File: src/hw/rtl/ncm_pkg.sv
package ncm_pkg;

   // Field widths fixed by the item formats.
   localparam int OLD_ID_W = 31;
   localparam int NEW_ID_W = 16;
   localparam int NEXT_ID_W = NEW_ID_W + 1;

   // Only the low ID_BITS bits of an old id take part in the mapping.
   localparam int ID_BITS = 31;
   localparam logic [OLD_ID_W-1:0] KEY_MASK = OLD_ID_W'((64'd1 << ID_BITS) - 64'd1);

   // Hash table geometry. The slot index is the low bits of the hash product,
   // so the table holds a power-of-two number of slots.
   localparam int TABLE_ENTRIES = 65536;
   localparam int IDX_W = $clog2(TABLE_ENTRIES);
   localparam logic [IDX_W-1:0] LAST_SLOT = IDX_W'(TABLE_ENTRIES - 1);

   localparam logic [31:0] HASH_MULT = 32'h9E3779B1;
   localparam logic [NEXT_ID_W-1:0] MAX_NEW_ID = NEXT_ID_W'(65535);

   // Mode codes of an input transaction.
   localparam logic MODE_SOURCE = 1'b0;
   localparam logic MODE_TARGET = 1'b1;

   typedef struct packed {
      logic                mode;
      logic [OLD_ID_W-1:0] old_id;
   } req_type;

   typedef struct packed {
      logic [NEW_ID_W-1:0] new_id;
      logic                newly_assigned;
      logic                table_full;
   } rsp_type;

   typedef struct packed {
      logic                valid;
      logic [OLD_ID_W-1:0] key;
      logic [NEW_ID_W-1:0] value;
   } slot_type;

   typedef struct packed {
      logic             rd_en;
      logic             wr_en;
      logic [IDX_W-1:0] addr;
      slot_type         wdata;
   } mem_req_type;

endpackage

File: src/hw/rtl/ncm_hash.sv
module ncm_hash (
   input  logic [ncm_pkg::OLD_ID_W-1:0] key,
   output logic [ncm_pkg::IDX_W-1:0]    slot_idx
);

   logic [31:0] product;

   // Multiplicative hash; the home slot is the product modulo the table size.
   assign product  = {1'b0, key} * ncm_pkg::HASH_MULT;
   assign slot_idx = product[ncm_pkg::IDX_W-1:0];

endmodule

File: config.mk
export PLATFORM = sky130hd
export DESIGN_NAME = ncm_hash
export DESIGN_NICKNAME = d
export VERILOG_FILES = /design/src/hw/rtl/ncm_pkg.sv /design/src/hw/rtl/ncm_hash.sv
export SDC_FILE = /design/constraint.sdc
export NUM_CORES = 1
export LEC_CHECK = 0
export BUFFER_PORTS_ARGS = -buffer_cell sky130_fd_sc_hd__buf_2
export CAP_MARGIN = 30
export CORE_ASPECT_RATIO = 0.75
export CORE_MARGIN = 2
export CORE_UTILIZATION = 38
export DETAILED_ROUTE_END_ITERATION = 6
export PLACE_DENSITY = 0.6
export SYNTH_ARGS = -nofsm -noshare
export SYNTH_HDL_FRONTEND = slang
export SYNTH_SLANG_ARGS = --single-unit
File: constraint.sdc
create_clock -name vclk -period 7.4
set_clock_uncertainty 0.2 [all_clocks]
set_input_delay 1.48 -clock vclk [all_inputs]
set_output_delay 1.48 -clock vclk [all_outputs]
set_load 0.05 [all_outputs]
==> impl_metrics.py, run 1 <==
metrics = {
    "die": {
        "die_area_um2": 5310,
        "coreArea_um2": 4520,
        "core.rowCount": 21,
        "start_util_pct": 39.8,
        "io_pins": 47,
        "die_x_um": 83.5,
        "die_h_um": 63.6,
    },
    "drt": {
        "drt_wl_total_mm": 3.47,
        "drc": 0,
        "via_per_inst": 4.58,
        "vias": 1366,
        "dr.first_iter.drc_count": 28,
        "routedWlPerCell_um": 11.7,
        "firstDrtPassIters": 4,
        "postRouteAntennaNets": 0,
    },
    "timing": {
        "setup_viol": 0,
        "fin_crit_sh_pct": 98.0,
        "slew_violations": 0,
        "slew_headroom_pct": 82.3,
        "fin_crit_ps": 7250,
        "clock.fmax_ghz": 0.138,
        "hold_viol": 0,
        "worst_slew_pin_slew_ps": 264,
    },
    "logic_synthesis": {
        "syn-num-nets": 299,
        "syn_area_um2": 1800,
        "yosysSeqAreaShare_pct": 0,
        "yosys_warnings": 0,
        "synthCells": 190,
        "syn_avg_cell_area_um2": 9.48,
        "synthDistinctLibCells": 23,
    },
    "min_path": {
        "holdPathStages": 2,
        "hp-class": "in -> out",
    },
    "setup_path": {
        "critical_path_buf_inv_count": 5,
        "crit_family": "adder cells",
        "cpMaxStageDelayCell": "fa_1",
        "path_class": "in -> out",
        "slowest_delay_ps": 610,
        "cp.required_ps": 5720,
        "crit_chain": "buf_2 -> fa_1 -> ha_1 -> fa_1 -> fa_1 -> inv_1 -> fa_1 -> inv_1 -> fa_1 -> ha_4 -> inv_1 -> nor3_1 -> a31oi_1 -> a21boi_2 -> o311ai_2 -> buf_6",
        "start_kind": "input port",
        "cp.arrival_ps": 5570,
        "crit_path_end_kind": "output pin",
        "cp_common_cell": "fa_1",
        "path_max_fanout": 3,
        "path_depth": 16,
    },
    "layout": {
        "design.seq.count": 0,
        "finalNonFillerCells": 298,
        "drive_gt1_share_pct": 28.2,
        "final_nets": 352,
        "clkbuf_count": 0,
        "n_antenna_cell": 0,
        "design_area_um2": 2310,
        "register_area_um2": 0,
        "area_growth_syn_to_layout_pct": 28.1,
    },
    "placed_design": {
        "port_buffers": 32,
        "place_congestion": 0.859,
        "post_dp_cell_area_um2": 2170,
        "hpwl_mm": 3.20,
        "dp.cells": 296,
    },
    "global_route": {
        "gr-total-overflow": 0,
        "grt_pass1_wl_mm": 5.93,
        "grt_pass1_vias": 1350,
        "track_usage_pct": 13.6,
        "antenna_found_initial": 0,
        "grt_max_degree": 9,
    },
    "cts": {
        "hold_buffers": 0,
    },
    "job": {
        "drv_cap": 0,
    },
    "status": {
        "status": "finished, final reports clean",
    },
}
[layer usage]
layer,vias up,track usage [%],routed length [um]
li1,697,-,-
met1,636,22.8,1900
met2,33,20.7,1420
met3,0,0.131,156
met4,0,0,0
met5,-,0,0
[per-stage QoR]
stage                     setup TNS (ps)  setup slack, ps  hold WS [ps]  util, %
after floorplan                        0             7.00          2930        -
after detailed placement            -337             -173          3130     48.1
after global routing               -4.33            -4.33          3140     51.0
after CTS                              0             4.50          3120     48.6
final                                  0              151          3120     51.0
after global placement              -351             -182          3130     48.1
[path summary, 6_finish.rpt]
kind                  startpoint      endpoint  slack, ps
worst max-delay path      key[3]  slot_idx[14]        150
worst min-delay path      key[1]   slot_idx[1]       3120
[synth_stat cells, types with 2 or more instances]
master,instances,area [um^2]
o21ai_0,2,10.0
nand2_1,4,15.0
nand2b_1,2,12.5
o21a_1,3,22.5
xnor2_1,16,140
xor2_1,5,43.8
nor2_1,6,22.5
fa_1,27,541
buf_4,4,30.0
nor3_1,3,15.0
inv_1,53,199
a21oi_1,4,20.0
ha_1,51,638
[cell usage in the layout (no fill, tap or decap), drive strengths merged]
| master | instances |
|---|---|
| buf | 55 |
| inv | 53 |
| ha | 51 |
| fa | 27 |
| xnor2 | 16 |
| nor2 | 6 |
| xor2 | 5 |
| nand2 | 4 |
| a21oi | 4 |
| o21a | 3 |
| nor3 | 3 |
| nand2b | 2 |
| o21ai | 2 |
| a21o | 1 |
| and3 | 1 |
| and3b | 1 |
| o2111ai | 1 |
| a31oi | 1 |
| a21boi | 1 |
| o311ai | 1 |
| o211ai | 1 |
| o21bai | 1 |
| xnor3 | 1 |
[timing repair]
item | in CTS | in global routing
setup buffers | 0 | 2
pin swaps | 1 | 11
endpoints found under the setup margin | 3 | 3
resized for setup | 9 | 15
[layout make-up]
class | instances | area, um^2
Multi-Input combinational cell | 133 | 1680
Tap cell | 57 | 71.3
Fill cell | 434 | 2210
Inverter | 53 | 199
Timing Repair Buffer | 55 | 358
[logic make-up (layout without fill, tap and decap cells)]
group	count (synthesis)	count (layout)	synth area share, %
xor gates and xnor gates	22	22	11.5
and+or+nand+nor	17	17	4.45
adders and majority gates	78	78	65.5
AOI/OAI and AO/OA	16	16	5.91
buffers and inverters	57	108	12.7
Power of run 1 is not shown: default switching activity piles up to over one toggle a cycle in this logic, so the estimate is an artifact.
==> run 2, diff against run 1 <==
==> constraint.sdc (replaced) <==
create_clock -name vclk -period 8.1
set_clock_uncertainty 0.2 [all_clocks]
set_input_delay 1.62 -clock vclk [all_inputs]
set_output_delay 1.62 -clock vclk [all_outputs]
set_load 0.05 [all_outputs]
==> impl_metrics.py, run 2 (same netlist as run 1, synthesis figures left out) <==
metrics = {
    "timing": {
        "fin_crit_ps": 7850,
        "rsz0062_at_grt": "false",
        "slew_violations": 0,
        "hold_ws_ps": 3380,
        "worst_slew_pin_slew_ps": 292,
        "fin_crit_sh_pct": 96.9,
        "slew_headroom_pct": 80.5,
        "hold_viol": 0,
        "clock.fmax_ghz": 0.127,
        "tns_ps": 0,
        "setup_viol": 0,
    },
    "die": {
        "die_area_um2": 5310,
        "coreArea_um2": 4520,
        "io_pins": 47,
        "core.rowCount": 21,
        "die_x_um": 83.5,
        "start_util_pct": 39.8,
        "die_h_um": 63.6,
    },
    "placed_design": {
        "hpwl_mm": 2.96,
        "port_buffers": 32,
        "place_congestion": 0.854,
    },
    "setup_path": {
        "cpMaxStageDelayCell": "fa_1",
        "path_class": "in -> out",
        "slowest_delay_ps": 520,
        "endpoint": "slot_idx[15]",
        "cp.arrival_ps": 6030,
        "start_kind": "input port",
        "startpoint": "key[4]",
        "cp_common_cell": "inv_1",
        "path_max_fanout": 5,
        "crit_path_end_kind": "output pin",
        "crit_chain": "buf_2 -> ha_1 -> inv_1 -> fa_1 -> inv_1 -> ha_1 -> inv_1 -> fa_1 -> inv_1 -> fa_1 -> inv_1 -> fa_1 -> inv_1 -> ha_1 -> a21oi_1 -> o211ai_1 -> nand2_1 -> o21ai_0 -> xnor2_1 -> buf_2",
        "cp.required_ps": 6280,
    },
    "layout": {
        "drive_gt1_share_pct": 15.1,
        "design.seq.count": 0,
        "register_area_um2": 0,
        "final_nets": 329,
        "nFillCells": 470,
        "area_growth_syn_to_layout_pct": 11.3,
        "n_antenna_cell": 0,
        "clkbuf_count": 0,
        "final_cell_mix": "inv_1 (53), ha_1 (50), buf_2 (32)",
        "layout_commonest_cell": "inv_1",
    },
    "job": {
        "drv_cap": 0,
    },
    "cts": {
        "cts_setup_buffers": 0,
        "hold_buffers": 0,
        "cts.repair.resized": 0,
    },
    "drt": {
        "routedWlPerCell_um": 11.3,
        "drc": 0,
        "dr.first_iter.drc_count": 29,
        "postRouteAntennaNets": 0,
        "vias": 1235,
        "firstDrtPassIters": 4,
        "via_per_inst": 4.49,
        "drt_wl_total_mm": 3.11,
    },
    "global_route": {
        "grt_pass1_vias": 1273,
        "grt_pass1_wl_mm": 5.74,
        "antenna_found_initial": 0,
        "grt_max_degree": 9,
        "track_usage_pct": 13.0,
        "gr-total-overflow": 0,
    },
    "min_path": {
        "hp-class": "in -> out",
        "holdPathStages": 2,
    },
    "status": {
        "status": "finished, final reports clean",
    },
}
==> run 2: cell types whose count changed in the layout (fill, tap and decap cells not counted), moves of 2 or more <==
cell,change
buf_4,-23
ha_4,-5
buf_2,+4
buf_6,-4
ha_1,+4
o21ai_0,+2
xnor2_1,+2
xnor2_2,-2
==> run 2: worst max-delay path: cells and delay by family <==
family	cells	cell delay, ps
XOR/XNOR	1	170
adder cells (fa/ha/maj)	7	2950
AND/OR/NAND/NOR	1	130
buffers and inverters	8	730
AO/OA/AOI/OAI	3	430
==> run 2: cell type report <==
class	count	area (um^2)	area share [%]
well taps	57	71.3	3.56
multi-input cells	133	1570	78.5
repair buffers	32	160	7.99
inverters	53	199	9.93
==> run 2: routing by layer <==
metal	vias up	share of wire (%)	track usage [%]
met5	-	0	0
met1	565	56	21.1
met4	0	0	0
met3	0	2.7	0
met2	23	42	20.9
li1	647	-	-
==> run 2: stage by stage <==
| step | util (%) | cells | worst slack [ps] | instance area, um^2 |
|---|---|---|---|---|
| after floorplan | - | 190 | 23.0 | 1800 |
| after global placement | 44.3 | 275 | 227 | 2000 |
| after detailed placement | 44.3 | 275 | 256 | 2000 |
| after CTS | 44.3 | 275 | 237 | 2000 |
| after global routing | 44.4 | 275 | 44.7 | 2000 |
| final | 44.4 | 275 | 248 | 2000 |
==> run 2: how the worst min path moves through the flow <==
stage          startpoint     endpoint  slack [ps]
6_report           key[3]  slot_idx[3]        3380
5_1_grt            key[3]  slot_idx[3]        3390
4_1_cts            key[3]  slot_idx[3]        3390
3_5_place_dp       key[3]  slot_idx[3]        3390
3_3_place_gp       key[3]  slot_idx[3]        3390
2_1_floorplan      key[0]  slot_idx[0]        3210
Power of run 2 is left out for the same reason.
==> run 3, diff against run 2 <==
--- a/config.mk
+++ b/config.mk
@@ -12,6 +12,7 @@
 export CORE_UTILIZATION = 38
 export DETAILED_ROUTE_END_ITERATION = 6
 export PLACE_DENSITY = 0.6
+export REMOVE_ABC_BUFFERS = 1
 export SYNTH_ARGS = -nofsm -noshare
 export SYNTH_HDL_FRONTEND = slang
 export SYNTH_SLANG_ARGS = --single-unit
==> impl_metrics.py, run 3 (same netlist as run 1, synthesis figures left out) <==
metrics = {
    "layout": {
        "register_area_um2": 0,
        "layout_commonest_cell": "inv_1",
        "clkbuf_count": 0,
        "n_antenna_cell": 0,
        "final_cell_mix": "inv_1 (53), ha_1 (50), buf_2 (30)",
        "drive_gt1_share_pct": 15.6,
        "design.seq.count": 0,
        "final_nets": 329,
        "utilization_pct": 44.5,
        "area_growth_syn_to_layout_pct": 11.8,
    },
    "die": {
        "die_area_um2": 5310,
        "coreArea_um2": 4520,
        "io_pins": 47,
        "die_x_um": 83.5,
        "core.rowCount": 21,
        "start_util_pct": 39.8,
        "die_h_um": 63.6,
    },
    "placed_design": {
        "hpwl_mm": 2.94,
        "dp_slack_ps": 204,
        "place_congestion": 0.754,
        "port_buffers": 32,
    },
    "cts": {
        "hold_buffers": 0,
        "cts.repair.resized": 0,
        "cts_setup_buffers": 0,
    },
    "timing": {
        "hold_viol": 0,
        "slew_violations": 0,
        "clock.fmax_ghz": 0.128,
        "fin_crit_sh_pct": 96.7,
        "fin_crit_ps": 7830,
        "fin_ws_ps": 269,
        "hold_ws_ps": 3390,
        "setup_viol": 0,
        "slew_headroom_pct": 79.0,
        "worst_slew_pin_slew_ps": 312,
    },
    "setup_path": {
        "slowest_delay_ps": 530,
        "cp.required_ps": 6280,
        "crit_family": "adder cells",
        "start_kind": "input port",
        "cp_common_cell": "inv_1",
        "crit_chain": "buf_2 -> ha_1 -> inv_1 -> fa_1 -> inv_1 -> ha_1 -> inv_1 -> fa_1 -> inv_1 -> fa_1 -> inv_1 -> fa_1 -> inv_1 -> ha_1 -> nand2_1 -> o21ai_0 -> nand2_1 -> o21ai_0 -> xnor2_1 -> buf_4",
        "crit_path_end_kind": "output pin",
        "critical_path_buf_inv_count": 8,
        "cpMaxStageDelayCell": "fa_1",
        "cp.arrival_ps": 6010,
        "path_class": "in -> out",
        "path_max_fanout": 5,
    },
    "drt": {
        "drt_wl_total_mm": 3.10,
        "vias": 1247,
        "via_per_inst": 4.53,
        "dr.first_iter.drc_count": 35,
        "drc": 0,
        "routedWlPerCell_um": 11.3,
        "postRouteAntennaNets": 0,
        "firstDrtPassIters": 4,
    },
    "global_route": {
        "antenna_found_initial": 0,
        "track_usage_pct": 13.2,
        "grt_pass1_wl_mm": 5.80,
        "gr-total-overflow": 0,
        "grt_pass1_vias": 1270,
        "grt_max_degree": 9,
    },
    "status": {
        "status": "finished, final reports clean",
    },
    "min_path": {
        "hp-class": "in -> out",
    },
    "job": {
        "drv_cap": 0,
    },
}
[run 3: cell counts in the layout (fill, tap and decap cells not counted)]
Identical to the previous run, type by type.
[run 3: through the flow]
stage / TNS [ps] / cells / instance area [um^2]
after CTS: 0 / 275 / 2000
final: 0 / 275 / 2010
after global routing: -15.1 / 275 / 2010
after floorplan: 0 / 186 / 1770
after global placement: 0 / 275 / 2000
after detailed placement: 0 / 275 / 2000
[run 3: layer usage]
metal	routed length, um	share of wire (%)	up-vias	global-route usage (%)
li1	-	-	647	-
met1	1770	57	569	22.2
met2	1180	38	31	19.9
met3	150	4.8	0	0.131
met4	0	0	0	0
met5	0	0	-	0
[run 3: layout make-up]
class	count	area (um^2)
Multi-Input combinational cell	133	1580
Timing Repair Buffer	32	165
Fill cell	460	2510
Tap cell	57	71.3
Inverter	53	199
[run 3: worst paths after layout]
check / start / to / slack, ps / cells after the start
worst min-delay path: key[3] / slot_idx[3] / 3390 / 2
worst max-delay path: key[4] / slot_idx[15] / 270 / 20
Power of run 3 is left out for the same reason.
